**config.mk**
```make
export PLATFORM = sky130hd
export DESIGN_NAME = dtp_ram
export DESIGN_NICKNAME = d
export VERILOG_FILES = /design/src/rtl/dtp_ram.sv
export SDC_FILE = /design/constraint.sdc
export NUM_CORES = 1
export LEC_CHECK = 0
export BUFFER_PORTS_ARGS = -buffer_cell sky130_fd_sc_hd__buf_4
export CORE_MARGIN = 2
export CORE_UTILIZATION = 40
export CTS_CLUSTER_DIAMETER = 150
export CTS_CLUSTER_SIZE = 12
export DETAILED_ROUTE_END_ITERATION = 8
export PLACE_DENSITY = 0.62
export SLEW_MARGIN = 30
export SYNTH_ARGS = -nofsm -noshare
export SYNTH_HDL_FRONTEND = slang
export SYNTH_SLANG_ARGS = --single-unit
```
**constraint.sdc**
```tcl
create_clock -name i_clk -period 1.5 [get_ports i_clk]
set_input_delay 0.075 -clock i_clk [delete_from_list [all_inputs] [get_ports i_clk]]
set_output_delay 0.075 -clock i_clk [all_outputs]
set_load 0.02 [all_outputs]
```
**src/rtl/dtp_ram.sv**
```systemverilog
`timescale 1ns / 1ps

module dtp_ram #(
    parameter int WIDTH = 8,
    parameter int DEPTH = 16
) (
    input  logic                     i_clk,
    input  logic                     i_wr_en,
    input  logic [$clog2(DEPTH)-1:0] i_wr_addr,
    input  logic [WIDTH-1:0]         i_wr_data,
    input  logic                     i_rd_en,
    input  logic [$clog2(DEPTH)-1:0] i_rd_addr,
    output logic [WIDTH-1:0]         o_rd_data
);

    logic [WIDTH-1:0] r_mem [DEPTH];
    logic [WIDTH-1:0] r_rd_data;

    always_ff @(posedge i_clk) begin
        if (i_wr_en) begin
            r_mem[i_wr_addr] <= i_wr_data;
        end
        if (i_rd_en) begin
            r_rd_data <= r_mem[i_rd_addr];
        end
    end

    assign o_rd_data = r_rd_data;

endmodule

```
Word-level counts from Yosys, hierarchy flattened
Memory sizes are Yosys's and may differ from the RTL's. A register that Yosys moved wholly into a read port is not among the register bits.
Cells that the tools add are included.
Word-level totals
  register bits: 0
  bits in latches: 0
  bits in writable memories: 128
  bits in read-only memories: 0
  input bits: 19
  output and inout bits: 8
  word-level logic and storage cells: 3
  memories: 1
Memory list
  r_mem: words 16, bits a word 8, read ports 1, clocked after Yosys merged registers in 1, wr ports 1, RTL line 16  | logic [WIDTH-1:0] r_mem [DEPTH];
Cells by class
  add/subtract/negate cells: 0
  $mul: 0
  div/mod/pow operators: 0
  order comparisons: 0
  equal/unequal tests: 0
  shift-type cells: 0
  mux-type cells: 2
  bitwise logic cells: 0
  reductions and logical operators: 0
Operator list (count)
  1-bit two-way mux: 2

Logic depth before layout (Yosys ltp)
  depth in word-level cells: 2
  depth in mapped cells: 5
  depth with buffers taken out: 3

Worst setup path after synthesis
No wires, ideal clock.
  path kind: input-to-reg
  from: input i_wr_addr[2]
  to: memory r_mem[0][0], enable pin
  setup time: 0.383 ns
  arrival: 1.185 ns
  path slack: -0.068 ns
  stages: 2
  path buffers: 0
  cell sequence: or3b_2 nor3_1
RTL lines
  from (decl): RTL line 9  | input logic [$clog2(DEPTH)-1:0] i_wr_addr,
  to (decl): RTL line 16
Straight into the memory's write port.

==> flow_summary.ini <==
[timing]
fmax_mhz = 692.6
setup-tns-final_ns = 0
skew_ns = 0.006582
worst_pin_slew_ns = 0.8351
timing.final.crit_share_pct = 96.26
fin_crit_ns = 1.444
setup_viol = 0
layout_setup_ws_ns = 0.05614
drv_slew = 0
hold_viol_final = 0
max_slew_margin_pct = 44.12

[route]
detail-route-antenna-nets = 0
drtIter0Drc = 219
vias_per_cell = 5.144
routed_wl_um = 10440
dr.pass1.iters = 4
route.vias.total = 2500
wl_per_cell_um = 21.47
drc = 0

[global_route]
gr-total-overflow = 0
grt_pass1_wl_um = 16100
grt_start_max_net_pins = 21
antenna_found_initial = 0
grt_pass1_vias = 2670
grt_usage_pct = 16.11

[worst_hold_path]
whs_path_depth = 3
hp-start = i_wr_addr[0]
min_to = r_mem[4][3]
hold_class = primary input to flip-flop

[die]
core_mm2 = 0.01267
dieArea_mm2 = 0.01400
rows = 41
start_util_pct = 41.26
die_width_um = 118.3
io_pins = 27
die_h_um = 118.3

[logic_synthesis]
synth_seq_cells = 136
synth_nets = 248
synth_top_area_share_pct = 78.12
synth-main-ff-cell = edfxtp_1
async_flop_share_pct = 0
netlist_area_mm2 = 0.005228
yosysWarnings = 0
yosys.cell_types.count = 18
synth_largest_area_cell = edfxtp_1
syn_avg_cell_area_um2 = 22.83
syn-instance-count = 229
synth_common_cells = edfxtp_1, mux4_2, a22oi_1
synth-edff-count = 136
yosysSeqAreaShare_pct = 78.12
synth.area.top_cells = edfxtp_1, mux4_2, mux4_1
synth.most_common_cell = edfxtp_1

[setup_path]
cp-end-kind = flip-flop
crit_arrival_ns = 1.60
critPathRequiredTime_ns = 1.65
start_kind = flip-flop
r2r_setup_slack_ns = 0.06
cp_slowest_cell = mux4_1
crit_type = flip-flop to flip-flop
slowest_delay_ns = 0.53
path_max_fanout = 1
cp_cell_sequence = mux4_1 -> a22oi_2 -> nand2_1
rr_startpoint = r_mem[1][3]
r2r_cells = 3
reg2reg_to = o_rd_data[3]

[power]
leakage_nw = 2.213
p_int_mw = 7.104
peakVddDrop_mv = 0.7677
powerDensity_mw_per_mm2 = 1360
comb_power_share_pct = 5.6
sequentialPowerShare_pct = 48.6
p_sw_mw = 1.765
clockPowerShare_pct = 45.9
swShare_pct = 19.90

[place]
hpwl_um = 6803
port_buffers = 26
pre_cts_slack_ns = -0.2412
dp_cells = 445
gp_congestion = 0.7718

[clock_tree]
htreeDepth = 4
post_cts_buffers = 0
numCtsBuffers = 17
clock_path_buffers = 2
clk_latency_ns = 0.41
cts_root_buffer = clkbuf_16
path_clk_slew_ns = 0.06
clock_sinks = 136
cts_tree = done

[final_layout]
area_delta_synth_final_pct = 24.72
layoutNonFillerInstCount = 486
layout-drive-gt1-share_pct = 35.03
antenna_cells = 0
final_nets = 320

[flow_run]
drv_cap = 0

[run_status]
status = finished clean
==> metal layers <==
| layer | vias to the layer above | track usage [%] | wire length (um) | part of all wire (%) |
|---|---|---|---|---|
| met3 | 2 | 4.923 | 868 | 8.3 |
| met2 | 92 | 24.39 | 5084 | 49 |
| met5 | - | 0 | 0 | 0 |
| met1 | 1281 | 22.41 | 4421 | 42 |
| met4 | 0 | 5.196 | 61 | 0.58 |
| li1 | 1125 | - | - | - |
==> cell families after synthesis <==
| family | count (synthesis) | share of synthesized area (%) |
|---|---|---|
| AO/OA/AOI/OAI | 16 | 2.298 |
| buffers and inverters | 10 | 1.651 |
| flip-flops | 136 | 78.12 |
| multiplexers | 32 | 14.79 |
| AND/OR/NAND/NOR | 35 | 3.136 |
==> power groups by stage <==
stage | clock, mW | combinational, mW | sequential, mW
floorplan | 0 | 0.216 | 4.40
global route | 4.33 | 0.530 | 4.31
global placement | 0 | 0.460 | 4.38
detailed placement | 0 | 0.468 | 4.39
CTS | 4.12 | 0.490 | 4.31
finish | 4.07 | 0.493 | 4.31
==> flip-flops by register name, indices dropped and copies added, names as in the netlist <==
signal     cells
r_mem        128
o_rd_data      8
==> cell usage in the layout, fill, tap and decap left out, types with 2 or more instances in the layout <==
| cell | count |
|---|---|
| nor2_1 | 13 |
| nand2b_1 | 2 |
| clkinv_1 | 2 |
| nand3b_1 | 2 |
| a22oi_2 | 6 |
| nor3_1 | 3 |
| dlygate4sd3_1 | 9 |
| buf_12 | 4 |
| clkinv_4 | 2 |
| clkbuf_16 | 17 |
| a22oi_1 | 10 |
| clkinv_2 | 4 |
| clkinvlp_4 | 3 |
| nand2_1 | 9 |
| edfxtp_1 | 136 |
| bufinv_16 | 3 |
| mux4_1 | 13 |
| buf_4 | 50 |
| mux4_2 | 19 |
==> worst max-delay path, delay by kind of cell, from the launching register on <==
family | cells | cell delay [ns]
compound gates | 1 | 0.21
flops | 1 | 0.37
mux | 1 | 0.53
simple gates | 1 | 0.09
==> layout make-up <==
class	instances	area (um^2)
well taps	172	215.2
flip-flops and latches	136	4084
clock buffers	18	429.2
fillers	1013	6151
clock inverters	14	157.7
repair buffers	63	545.5
multi-input cells	83	1089
==> metrics by stage <==
stage          hold WS, ns  instance area [um^2]  util [%]  total power, mW
2_1_floorplan       0.1739                  5233         -            4.617
3_3_place_gp        0.3853                  5817     45.91            4.844
3_5_place_dp        0.4036                  5817     45.91            4.855
4_1_cts             0.1631                  6499     51.29            8.923
5_1_grt             0.1743                  6520     51.46            9.176
6_report            0.1724                  6520     51.46            8.869
==> worst max path at each step <==
stage	startpoint	to	cells after the start
floorplan	i_rd_addr[0]	o_rd_data[1]	5
global placement	i_rd_addr[0]	o_rd_data[1]	5
detailed placement	i_rd_addr[0]	o_rd_data[1]	5
CTS	r_mem[10][1]	o_rd_data[1]	3
global route	r_mem[1][3]	o_rd_data[3]	3
finish	r_mem[1][3]	o_rd_data[3]	3
==> timing repair <==
item,4_1_cts,5_1_grt
hold endpoints to repair,128,0
gates resized for setup,1,6
endpoints found under the setup margin,1,6
pin swaps,0,2
hold buffers,9,0
Power figures use the tool's default switching activity.
