**config.mk**
```make
export PLATFORM = sky130hd
export DESIGN_NAME = dtp_ctrl
export DESIGN_NICKNAME = d
export VERILOG_FILES = /design/src/rtl/dtp_pkg.sv /design/src/rtl/dtp_ctrl.sv
export SDC_FILE = /design/constraint.sdc
export NUM_CORES = 1
export LEC_CHECK = 0
export ABC_AREA = 1
export BUFFER_PORTS_ARGS = -buffer_cell sky130_fd_sc_hd__clkbuf_2
export CAP_MARGIN = 5
export CORE_ASPECT_RATIO = 1.4
export CORE_MARGIN = 1.5
export CORE_UTILIZATION = 45
export DETAILED_ROUTE_END_ITERATION = 10
export PLACE_DENSITY_LB_ADDON = 0.12
export SYNTH_ARGS = -nofsm -noshare
export SYNTH_HDL_FRONTEND = slang
export SYNTH_SLANG_ARGS = --single-unit
```
**constraint.sdc**
```tcl
create_clock -name i_clk -period 5.91 [get_ports i_clk]
set_clock_uncertainty 0.2 [all_clocks]
set_input_delay 1.182 -clock i_clk [delete_from_list [all_inputs] [get_ports i_clk]]
set_output_delay 1.182 -clock i_clk [all_outputs]
set_load 0.05 [all_outputs]
```
**src/rtl/dtp_pkg.sv**
```systemverilog
`timescale 1ns / 1ps

package dtp_pkg;

    // Pool geometry. Node 0 is the root and is never anyone's child.
    localparam int NODE_COUNT  = 131072;
    localparam int DIGIT_RADIX = 10;
    localparam int NODE_W      = $clog2(NODE_COUNT);
    localparam int DIGIT_W     = 4;
    localparam int REQ_W       = 2;

    // One memory row per node: the child pointers of all digits, lowest
    // digit in the lowest bits, and the terminal flag in the top bit.
    localparam int ROW_W    = DIGIT_RADIX * NODE_W + 1;
    localparam int TERM_BIT = ROW_W - 1;

    typedef logic [NODE_W-1:0]  t_node;
    typedef logic [ROW_W-1:0]   t_row;
    typedef logic [DIGIT_W-1:0] t_digit;

    typedef enum logic [REQ_W-1:0] {
        REQ_INSERT = 2'd0,
        REQ_FIND   = 2'd1,
        REQ_CHECK  = 2'd2,
        REQ_CLEAR  = 2'd3
    } t_req;

    typedef enum logic [1:0] {
        ST_IDLE,
        ST_EVAL,
        ST_FIN,
        ST_OUT
    } t_state;

    typedef struct packed {
        logic  rd_en;
        t_node rd_addr;
        logic  wr_en;
        t_node wr_addr;
        t_row  wr_data;
    } t_mem_req;

    typedef struct packed {
        logic valid;
        logic answer;
        logic table_full;
    } t_result;

endpackage

```
**src/rtl/dtp_ctrl.sv**
```systemverilog
`timescale 1ns / 1ps

module dtp_ctrl import dtp_pkg::*; (
    input  logic     i_clk,
    input  logic     i_rst_n,
    input  logic     i_s_valid,
    input  t_req     i_s_req,
    input  t_digit   i_s_digit,
    input  logic     i_s_last,
    output logic     o_s_ready,
    output t_mem_req o_mem,
    input  t_row     i_rd_data,
    input  logic     i_slot_free,
    output t_result  o_res
);

    function automatic t_node get_child(t_row row, t_digit dig);
        t_node c;
        c = '0;
        for (int d = 0; d < DIGIT_RADIX; d++) begin
            if (dig == DIGIT_W'(d)) begin
                c = row[d*NODE_W +: NODE_W];
            end
        end
        return c;
    endfunction

    function automatic t_row set_child(t_row row, t_digit dig, t_node val);
        t_row r;
        r = row;
        for (int d = 0; d < DIGIT_RADIX; d++) begin
            if (dig == DIGIT_W'(d)) begin
                r[d*NODE_W +: NODE_W] = val;
            end
        end
        return r;
    endfunction

    t_state r_state, n_state;
    t_req   r_req;
    t_digit r_digit;
    logic   r_last;
    logic   r_answer, n_answer;
    t_node  r_cursor, n_cursor;
    t_node  r_nodes_used, n_nodes_used;
    logic   r_walk_failed, n_walk_failed;
    logic   r_overflow, n_overflow;
    logic   r_cur_fresh, n_cur_fresh;
    logic   r_root_fresh, n_root_fresh;

    logic   accept;
    t_row   w_row;
    t_node  w_child;
    logic   w_bad_digit;
    logic   w_pool_full;
    logic   w_fail;
    logic   w_overflow;
    logic   w_alloc;
    t_node  w_cursor;
    logic   w_fresh;
    logic   w_wr_en;
    t_row   w_wr_data;
    t_row   f_row;

    assign accept = i_s_valid && o_s_ready;

    // One step of the walk, evaluated on the cursor row in ST_EVAL.
    // A freshly allocated node has never had its row written, so it is
    // taken as all zero and written in full before the cursor leaves it.
    always_comb begin
        w_row       = r_cur_fresh ? '0 : i_rd_data;
        w_child     = get_child(w_row, r_digit);
        w_bad_digit = ({1'b0, r_digit} >= (DIGIT_W+1)'(DIGIT_RADIX));
        w_pool_full = (r_nodes_used >= NODE_W'(NODE_COUNT - 1));
        w_fail      = r_walk_failed;
        w_overflow  = r_overflow;
        w_alloc     = 1'b0;
        w_cursor    = r_cursor;
        w_fresh     = r_cur_fresh;
        w_wr_en     = 1'b0;
        w_wr_data   = '0;
        if (!r_walk_failed) begin
            if (w_bad_digit || (r_req == REQ_CHECK && w_row[TERM_BIT])) begin
                w_fail  = 1'b1;
                w_wr_en = r_cur_fresh;
            end else if (w_child == '0) begin
                if (r_req != REQ_INSERT || w_pool_full) begin
                    w_fail     = 1'b1;
                    w_overflow = r_overflow || (r_req == REQ_INSERT);
                    w_wr_en    = r_cur_fresh;
                end else begin
                    w_alloc   = 1'b1;
                    w_cursor  = r_nodes_used + 1'b1;
                    w_fresh   = 1'b1;
                    w_wr_en   = 1'b1;
                    w_wr_data = set_child(w_row, r_digit, w_cursor);
                end
            end else begin
                w_cursor = w_child;
                w_fresh  = 1'b0;
            end
        end
    end

    // Row of the node reached by the last digit, read back in ST_FIN.
    assign f_row = r_cur_fresh ? '0 : i_rd_data;

    always_comb begin
        n_state = r_state;
        unique case (r_state)
            ST_IDLE: begin
                if (accept) begin
                    n_state = (i_s_req == REQ_CLEAR) ? ST_OUT : ST_EVAL;
                end
            end
            ST_EVAL: begin
                if (!r_last) begin
                    n_state = ST_IDLE;
                end else if (w_fail || r_req == REQ_CHECK) begin
                    n_state = ST_OUT;
                end else begin
                    n_state = ST_FIN;
                end
            end
            ST_FIN: begin
                n_state = ST_OUT;
            end
            ST_OUT: begin
                if (i_slot_free) begin
                    n_state = ST_IDLE;
                end
            end
            default: begin
                n_state = ST_IDLE;
            end
        endcase
    end

    always_comb begin
        o_s_ready        = 1'b0;
        o_mem            = '0;
        o_res            = '0;
        o_res.answer     = r_answer;
        o_res.table_full = r_overflow;
        n_answer         = r_answer;
        n_cursor         = r_cursor;
        n_nodes_used     = r_nodes_used;
        n_walk_failed    = r_walk_failed;
        n_overflow       = r_overflow;
        n_cur_fresh      = r_cur_fresh;
        n_root_fresh     = r_root_fresh;
        unique case (r_state)
            ST_IDLE: begin
                o_s_ready     = 1'b1;
                o_mem.rd_en   = accept && (i_s_req != REQ_CLEAR);
                o_mem.rd_addr = r_cursor;
                if (accept && i_s_req == REQ_CLEAR) begin
                    n_answer      = 1'b1;
                    n_cursor      = '0;
                    n_nodes_used  = '0;
                    n_walk_failed = 1'b0;
                    n_overflow    = 1'b0;
                    n_cur_fresh   = 1'b1;
                    n_root_fresh  = 1'b1;
                end
            end
            ST_EVAL: begin
                o_mem.wr_en   = w_wr_en;
                o_mem.wr_addr = r_cursor;
                o_mem.wr_data = w_wr_data;
                // The reached node is read now when its flag is needed.
                o_mem.rd_en   = r_last && !w_fail && !w_fresh &&
                                (r_req == REQ_INSERT || r_req == REQ_FIND);
                o_mem.rd_addr = w_cursor;
                n_cursor      = w_cursor;
                n_walk_failed = w_fail;
                n_overflow    = w_overflow;
                n_cur_fresh   = w_fresh;
                n_answer      = !w_fail;
                if (w_alloc) begin
                    n_nodes_used = w_cursor;
                end
                if (w_wr_en && r_cursor == '0) begin
                    n_root_fresh = 1'b0;
                end
            end
            ST_FIN: begin
                if (r_req == REQ_INSERT) begin
                    o_mem.wr_en   = 1'b1;
                    o_mem.wr_addr = r_cursor;
                    o_mem.wr_data = f_row | (t_row'(1) << TERM_BIT);
                    n_cur_fresh   = 1'b0;
                    n_answer      = 1'b1;
                end else begin
                    n_answer      = f_row[TERM_BIT];
                end
            end
            ST_OUT: begin
                if (i_slot_free) begin
                    o_res.valid   = 1'b1;
                    n_cursor      = '0;
                    n_walk_failed = 1'b0;
                    n_overflow    = 1'b0;
                    n_cur_fresh   = r_root_fresh;
                end
            end
            default: begin
                o_s_ready = 1'b0;
            end
        endcase
    end

    always_ff @(posedge i_clk) begin
        if (!i_rst_n) begin
            r_state       <= ST_IDLE;
            r_cursor      <= '0;
            r_nodes_used  <= '0;
            r_walk_failed <= 1'b0;
            r_overflow    <= 1'b0;
            r_cur_fresh   <= 1'b1;
            r_root_fresh  <= 1'b1;
        end else begin
            r_state       <= n_state;
            r_cursor      <= n_cursor;
            r_nodes_used  <= n_nodes_used;
            r_walk_failed <= n_walk_failed;
            r_overflow    <= n_overflow;
            r_cur_fresh   <= n_cur_fresh;
            r_root_fresh  <= n_root_fresh;
        end
    end

    always_ff @(posedge i_clk) begin
        r_answer <= n_answer;
        if (accept) begin
            r_req   <= i_s_req;
            r_digit <= i_s_digit;
            r_last  <= i_s_last;
        end
    end

`ifndef SYNTHESIS
    a_no_rw_collision: assert property (@(posedge i_clk) disable iff (!i_rst_n)
        (o_mem.rd_en && o_mem.wr_en) |-> (o_mem.rd_addr != o_mem.wr_addr))
        else $error("read and write hit the same row in one cycle");

    a_cursor_in_pool: assert property (@(posedge i_clk) disable iff (!i_rst_n)
        r_cursor <= r_nodes_used)
        else $error("cursor points past the allocated nodes");

    a_alloc_by_one: assert property (@(posedge i_clk) disable iff (!i_rst_n)
        1'b1 |=> (r_nodes_used == $past(r_nodes_used) ||
                  r_nodes_used == NODE_W'($past(r_nodes_used) + 1'b1) ||
                  r_nodes_used == '0))
        else $error("node count moved by more than one");

    a_digit_to_eval: assert property (@(posedge i_clk) disable iff (!i_rst_n)
        (accept && i_s_req != REQ_CLEAR) |=> (r_state == ST_EVAL))
        else $error("accepted digit did not enter evaluation");
`endif

endmodule

```
Word-level counts from Yosys, hierarchy flattened

Cells that the tools add are included.

Register bits: 48
Bits in latches: 0
RAM bits: 0
Memory bits (read-only): 0
Input bits: 182
Output and inout port bits: 211
Logic and storage cells: 146
Memories: 0

Add/subtract/negate cells: 1
$mul: 0
Divide/modulo/power cells: 0
Order comparisons: 2
Eq/ne operators: 26
Shift operators: 0
Multiplexer cells: 75
Bitwise gates (word level): 0
Reduce and logical (&&, ||, !) cells: 31

Operators with widths:

| cell                    | number |
|---|---|
| $mux W171               | 5 |
| $mux W17                | 27 |
| $pmux W189 S2           | 1 |
| $mux W189               | 1 |
| $pmux W17 S3            | 1 |
| $pmux W18 S2            | 1 |
| $logic_not A17 Y1       | 2 |
| $pmux W17 S2            | 1 |
| $mux W1                 | 28 |
| $ne A2 B2 Y1 const B    | 11 |
| $add A17 B1 Y17 const B | 1 |
| $ge A17 B17 Y1 const B  | 1 |
| $eq A4 B3 Y1 const B    | 4 |
| $reduce_and A3 Y1       | 4 |
| $pmux W1 S3             | 3 |
| $eq A2 B2 Y1 const B    | 4 |
| $eq A4 B2 Y1 const B    | 2 |
| $eq A4 B4 Y1 const B    | 2 |
| $logic_and A1 B1 Y1     | 8 |
| $mux W2                 | 4 |
| $pmux W2 S4             | 1 |
| $reduce_and A7 Y1       | 1 |
| $reduce_bool A3 Y1      | 2 |
| $logic_or A1 B1 Y1      | 5 |
| 10 further kinds        | 15 |

Longest topological paths before layout

Gate-level depths: netlist of run 1.

Depth in word-level cells: 20
Gate-level depth with buffers: 21
Mapped depth without buffers: 21

Worst setup path before layout of run 1

No wires, ideal clock.

Kind: flip-flop to output port
From: register r_nodes_used[0]
To: output port o_mem[206] (netlist name)
Arrival time: 3.706 ns
Required time: 4.528 ns
Slack: 0.822 ns
Cell stages (with the launch flop): 18
Buffers on the path: 1
Cell sequence: dfxtp_1 ha_1 nand3_1 inv_1 nand3_1 nor2_1 nand4_1 or2_2 or2_2 nor2_1 ha_1 inv_1 nand3_1 clkbuf_1 o22ai_1 nand2_1 nand2_1 o21ai_0

RTL lines:

| item                   | RTL line        | source |
|---|---|---|
| from (decl)            | dtp_ctrl.sv:45  | `t_node r_nodes_used, n_nodes_used;` |
| from (signal assigned) | dtp_ctrl.sv:225 | `r_nodes_used <= n_nodes_used;` |
| to (decl)              | dtp_ctrl.sv:11  | `output t_mem_req o_mem,` |

==> flow_summary.json, run 1 <==
{
  "synthArstFlopShare": 0,
  "ant_nets": 0,
  "yosys.area_share.simple": 0.454,
  "multi_input_area_mm2": 0.00763,
  "r2r_cells": 18,
  "end_kind": "output pin",
  "setup_ws_ps": 198,
  "core_mm2": 0.0226,
  "synth_top_family_by_area": "simple AND/OR/NAND/NOR gates",
  "antenna_found_initial": 9,
  "first_global_vias": 15110,
  "worst_pin_slew_ps": 1220,
  "pwr_density_cell_mw_per_mm2": 190,
  "synth.area.top_cells": "nand2_1, a21oi_1, nand3_1, inv_1, nor2_1",
  "yosys-top-cells-count": "nand2_1, a21oi_1, inv_1, nor2_1, nand3_1",
  "synth_top_area_frac": 0.203,
  "period_share": 0.967,
  "synth_cells": 2160,
  "start_util": 0.460,
  "die_w_um": 131,
  "drc": 0,
  "cts-root-buf": "clkbuf_16",
  "synth_adder_area_share": 0.00722,
  "nFillCells": 2194,
  "hp-class": "flip-flop to flip-flop",
  "setup.worst_path.start": "r_cur_fresh",
  "synth.distinct_cells": 33,
  "place.gp.congestion": 1.03,
  "grt_max_degree": 94,
  "hold_start": "r_overflow",
  "setup_viol": 0,
  "seq_area_mm2": 0.00104,
  "layout.nets": 2610,
  "drt-vias-per-instance": 6.10,
  "fp-row-count": 65,
  "synth-edff-count": 8,
  "area_growth_pct": 45.4,
  "worstPathArrival_ps": 4330,
  "drive_gt1_frac": 0.199,
  "gr-total-overflow": 0,
  "cts_buffer_depth": 2,
  "reg2reg_from": "r_nodes_used[0]",
  "whs_path_depth": 2,
  "power.leakage_uw": 0.00657,
  "synth_compound_area_frac": 0.262,
  "seq_area_frac_synth": 0.100,
  "report.final.slew_viol_count": 0,
  "design.die.area_mm2": 0.0240,
  "fmax_mhz": 175,
  "ys_ff_latch": 48,
  "yosys.area_share.xor_xnor": 0.00674,
  "worst-path-max-fanout": 81,
  "grt_pass1_wl_mm": 85.6,
  "hold_path_end": "r_overflow",
  "cts_buffers": 5,
  "cts_tree": "built",
  "period_minus_slack_ps": 5710,
  "routed_wirelength_mm": 56.8,
  "hold_viol": 0,
  "cts_sinks": 48,
  "vdd_ir_drop_max_mv": 0.411,
  "slew_headroom": 0.185,
  "dp_hpwl_mm": 41.9,
  "finalSetupTns_ps": 0,
  "yosys.area.top_type": "nand2_1",
  "required_ps": 4530,
  "syn_avg_cell_area_um2": 4.81,
  "h-tree-depth": 2,
  "synth_nets": 2348,
  "die_h_um": 183,
  "path_clk_slew_ps": 70,
  "dr.pass1.iters": 8,
  "place_ws_ps": 361,
  "drv_cap": 0,
  "r2r-end": "r_nodes_used[7]",
  "insertion_delay_ps": 310,
  "portBuffers": 392,
  "rsz0062_at_grt": "no",
  "cts_setup_buffers": 0,
  "cp-start-kind": "flip-flop",
  "synthFlopType": "dfxtp_1",
  "whs_ps": 280,
  "regToRegSetupSlack_ps": 1350,
  "drt_iter0_markers": 2345,
  "grt_usage": 0.449,
  "syn-cell-area_mm2": 0.0104,
  "synthMuxAreaShare": 0,
  "yosysWarnings": 0,
  "critical_path_class": "flip-flop to output pin",
  "synth_most_common_cell": "nand2_1",
  "wire_per_inst_um": 20.8,
  "postCtsHoldBufs": 0,
  "io_pins": 393,
  "vias": 16662,
  "status": "finished clean"
}
-- state kept, by name (all words and copies together) (netlist names) --
register,flops
r_root_fresh,1
r_cursor,17
r_answer,1
r_digit,4
r_req,2
r_state,2
r_last,1
r_walk_failed,1
r_cur_fresh,1
r_nodes_used,17
r_overflow,1
-- how the worst max path moves through the flow --
stage | endpoint | cells past startpoint | slack [ps]
after floorplan | o_mem[206] | 17 | 820
after global placement | o_mem[84] | 18 | 410
after detailed placement | o_mem[84] | 16 | 360
after CTS | o_mem[84] | 16 | 7
after global routing | o_mem[62] | 17 | 2
final | o_mem[84] | 17 | 200
-- cells by family (layout without fill, tap and decap cells) --
kind of cell,count (synthesis),in the layout
buffers and inverters,453,716
other,0,8
DFF,48,48
AOI/OAI and AO/OA,524,524
adders and majority gates,6,6
xor gates and xnor gates,8,8
and+or+nand+nor,1121,1121
-- worst max-delay path, stage by stage (launching register included) --
cell	delay, ps
dfxtp_4	660
buf_4	320
nor2_1	130
nand2_1	80
nand3_1	140
nor2_1	180
nand4_1	190
nand2_1	120
nand3b_1	210
nor2_1	190
nand2_1	90
nor2_1	180
nand2_2	100
nor3_4	220
buf_12	380
o211ai_1	140
a21oi_1	290
clkbuf_2	340
-- cell usage in the layout (no fill, tap or decap), types with 2 or more instances in the layout --
| master | instances |
|---|---|
| nor3_1 | 8 |
| buf_12 | 169 |
| buf_4 | 45 |
| ha_1 | 5 |
| clkbuf_2 | 229 |
| nor2_2 | 8 |
| o21ai_1 | 10 |
| dfxtp_1 | 39 |
| nand2_1 | 562 |
| diode_2 | 8 |
| nand2_2 | 2 |
| inv_4 | 2 |
| o211ai_1 | 33 |
| nand3b_1 | 10 |
| nor4_1 | 3 |
| nand3_1 | 219 |
| edfxtp_1 | 8 |
| o21ai_0 | 131 |
| or2_2 | 3 |
| xor2_1 | 7 |
| clkbuf_16 | 5 |
| nor2_1 | 243 |
| a21oi_1 | 342 |
| inv_1 | 254 |
| nand4_1 | 61 |
| inv_2 | 9 |
-- final cells by class --
type | instances | share of cell area
inverters | 265 | 0.0661
well taps | 301 | 0.0249
multi-input cells | 1659 | 0.505
repair buffers | 443 | 0.322
diodes | 8 | 0.00132
clock buffers | 6 | 0.00919
flip-flops and latches | 48 | 0.0691
clock inverters | 2 | 0.00257
-- metal layers --
metal / vias up / part of all wire / track usage / wire length, um
li1: 7544 / - / - / -
met1: 7374 / 0.34 / 0.523 / 19300
met2: 1419 / 0.45 / 0.737 / 25700
met3: 323 / 0.12 / 0.0793 / 6850
met4: 2 / 0.088 / 0.337 / 5020
met5: - / 0.00021 / 0 / 12
-- per-stage QoR --
step	cell area [um2]	total power, uW	util	std cells
2_1_floorplan	10400	1700	-	2160
3_3_place_gp	14900	2430	0.660	2716
3_5_place_dp	14900	2440	0.660	2716
4_1_cts	15100	2790	0.667	2724
5_1_grt	15100	3000	0.668	2731
6_report	15100	2870	0.669	2732
-- timing repair --
| item | CTS | global route |
|---|---|---|
| setup endpoints to repair | 0 | 189 |
| resized for setup | 0 | 2 |
| endpoints found under the hold margin | 0 | 0 |
-- where the power goes --
group,leakage [uW],total [uW],internal (uW),switching (uW)
Sequential,0.000402,468,383,85.3
Combinational,0.00608,2060,566,1490
Clock,0.0000871,349,212,137
Power figures use the tool's default switching activity.
==> run 2: changes to the inputs <==
- ABC_AREA: 1 -> default
- CORE_AREA: default -> 2 2 151 153
- CORE_ASPECT_RATIO: 1.4 -> default
- CORE_MARGIN: 1.5 -> default
- CORE_UTILIZATION: 45 -> default
- DIE_AREA: default -> 0 0 153 155
- PLACE_DENSITY_LB_ADDON: 0.12 -> 0.08
- clock period: 5.91 -> 6.8 ns (I/O delays scaled with it)
==> flow_summary.json, run 2 <==
{
  "num_antenna_cells": 0,
  "start_util": 0.348,
  "syn-cell-area_mm2": 0.00773,
  "h-tree-depth": 2,
  "critical_path_class": "primary input to output pin",
  "drc": 0,
  "cp-start-kind": "primary input",
  "postCtsResizedCells": 0,
  "gr-usage-met1": 0.540,
  "synth.area.top_cells": "o2bb2ai_1, dfxtp_1, nor2_1, nand2_1, a21oi_1",
  "setup_viol": 0,
  "yosysWarnings": 0,
  "gr-total-overflow": 0,
  "seq_area_mm2": 0.00104,
  "regToRegSetupSlack_ps": 2040,
  "drt_iter0_markers": 1621,
  "drive_gt1_frac": 0.349,
  "first_global_vias": 11553,
  "p_seq_frac": 0.194,
  "clkPwrFrac": 0.149,
  "die_w_um": 153,
  "cts_setup_buffers": 0,
  "crit_path_end": "o_mem[66]",
  "synth_nets": 1296,
  "internal_power_uw": 769,
  "fmax_mhz": 151,
  "ys_ff_latch": 48,
  "design.die.area_mm2": 0.0237,
  "postCtsHoldBufs": 0,
  "area_growth_pct": 66.7,
  "synth.distinct_cells": 90,
  "die_h_um": 155,
  "cts_buffer_depth": 2,
  "grt_max_degree": 55,
  "synthFlopType": "dfxtp_1",
  "hold_viol": 0,
  "dp.cells": 1771,
  "synth-edff-count": 8,
  "routed_wirelength_mm": 55.1,
  "finalSetupTns_ps": 0,
  "fin_cells": 1779,
  "nFillCells": 2050,
  "yosys-top-cells-count": "nor2_1, o2bb2ai_1, nand2_1, a21oi_1, o21ai_0",
  "hp-class": "flip-flop to flip-flop",
  "power_uw": 1710,
  "yosys.area.top_type": "o2bb2ai_1",
  "layout.nets": 1681,
  "cts_sinks": 48,
  "synth_top_area_frac": 0.118,
  "r2r-end": "r_cursor[6]",
  "vdd_ir_drop_max_mv": 0.239,
  "reg2reg_from": "r_digit[1]",
  "status": "finished clean",
  "drt-vias-per-instance": 6.77,
  "period_minus_slack_ps": 6600,
  "seq_area_frac_synth": 0.135,
  "portBuffers": 392,
  "grt_usage": 0.439,
  "p_sw_uw": 940,
  "period_share": 0.971,
  "setup.worst_path.start": "i_rd_data[105]",
  "insertion_delay_ps": 300,
  "report.final.slew_viol_count": 0,
  "core_mm2": 0.0222,
  "use_met2": 0.722,
  "synth_cells": 1108,
  "cts_tree": "built",
  "place.gp.congestion": 1.07,
  "cts_buffers": 5,
  "swShare": 0.550,
  "cts-root-buf": "clkbuf_16",
  "antenna_found_initial": 1,
  "io_pins": 393,
  "mostFrequentLayoutCell": "clkbuf_2",
  "pwr_density_cell_mw_per_mm2": 133,
  "path_clk_slew_ps": 70,
  "worst-path-max-fanout": 14,
  "busiest_layer": "met2",
  "ant_nets": 0,
  "use_met3": 0.0744,
  "rsz0062_at_grt": "no",
  "worst_pin_slew_ps": 1270,
  "multi_input_area_mm2": 0.00617,
  "combPwrFrac": 0.657,
  "worstPathArrival_ps": 5040,
  "dr.pass1.iters": 6,
  "vias": 12035,
  "required_ps": 5240,
  "wire_per_inst_um": 31.0,
  "slew_headroom": 0.148,
  "power.leakage_uw": 0.00500,
  "synthArstFlopShare": 0,
  "grt_pass1_wl_mm": 78.4,
  "fp-row-count": 55,
  "final_cell_mix": "clkbuf_2, buf_12, nor2_1",
  "reg.largest.list": "r_cursor: 17 flops, r_nodes_used: 17 flops, r_digit: 4 flops",
  "r2r_cells": 12,
  "dp_hpwl_mm": 44.4,
  "synth_most_common_cell": "nor2_1",
  "drv_cap": 0,
  "syn_avg_cell_area_um2": 6.98,
  "end_kind": "output pin"
}
## run 2: layer usage
| metal | part of all wire | vias to the layer above |
|---|---|---|
| met2 | 0.45 | 1018 |
| li1 | - | 5031 |
| met4 | 0.072 | 0 |
| met1 | 0.37 | 5725 |
| met5 | 0 | - |
| met3 | 0.10 | 261 |
## run 2: power groups by stage
| stage | Combinational (uW) | Clock [uW] | Sequential, uW |
|---|---|---|---|
| floorplan | 659 | 0 | 327 |
| CTS | 1080 | 258 | 330 |
| finish | 1120 | 255 | 331 |
| global route | 1160 | 264 | 333 |
| global placement | 1070 | 0 | 335 |
| detailed placement | 1070 | 0 | 336 |
## run 2: worst min-delay path by stage
stage	from	to	slack, ps	cells past startpoint
2_1_floorplan	r_overflow	r_overflow	240	2
3_3_place_gp	r_overflow	r_overflow	260	2
3_5_place_dp	r_overflow	r_overflow	280	2
4_1_cts	r_walk_failed	r_walk_failed	290	2
5_1_grt	r_walk_failed	r_walk_failed	320	2
6_report	r_walk_failed	r_walk_failed	290	2
## run 2: kinds of logic after synthesis
logic type               synth area share
buffers and inverters              0.0680
AO/OA/AOI/OAI                       0.455
flip-flops                          0.135
adder cells (fa/ha/maj)           0.00971
AND/OR/NAND/NOR                     0.293
multiplexers                       0.0249
XOR/XNOR                           0.0147
## run 2: cell type report
cell class / count / area share
clock inverters: 3 / 0.00185
repair buffers: 474 / 0.396
clock buffers: 5 / 0.00971
well taps: 285 / 0.0277
flip-flops and latches: 48 / 0.0809
inverters: 16 / 0.00466
multi-input cells: 948 / 0.479
## run 2: worst max-delay path, stage by stage
cell and delay (ps):
clkbuf_2 140, a22o_1 270, a21oi_1 290, o32ai_1 170
a211oi_2 380, nand4b_1 230, nor4_4 300, nand4_2 120
buf_4 220, o21ai_4 130, nor2b_1 920, a22o_1 330
buf_12 150
## run 2: per-stage QoR
| step | hold slack (ps) | utilization | setup slack (ps) | area [um2] |
|---|---|---|---|---|
| 3_3_place_gp | 262 | 0.573 | 348 | 12700 |
| 6_report | 292 | 0.580 | 195 | 12900 |
| 3_5_place_dp | 285 | 0.573 | 359 | 12700 |
| 2_1_floorplan | 242 | - | 612 | 7730 |
| 5_1_grt | 316 | 0.580 | 61.6 | 12900 |
| 4_1_cts | 295 | 0.580 | 355 | 12900 |
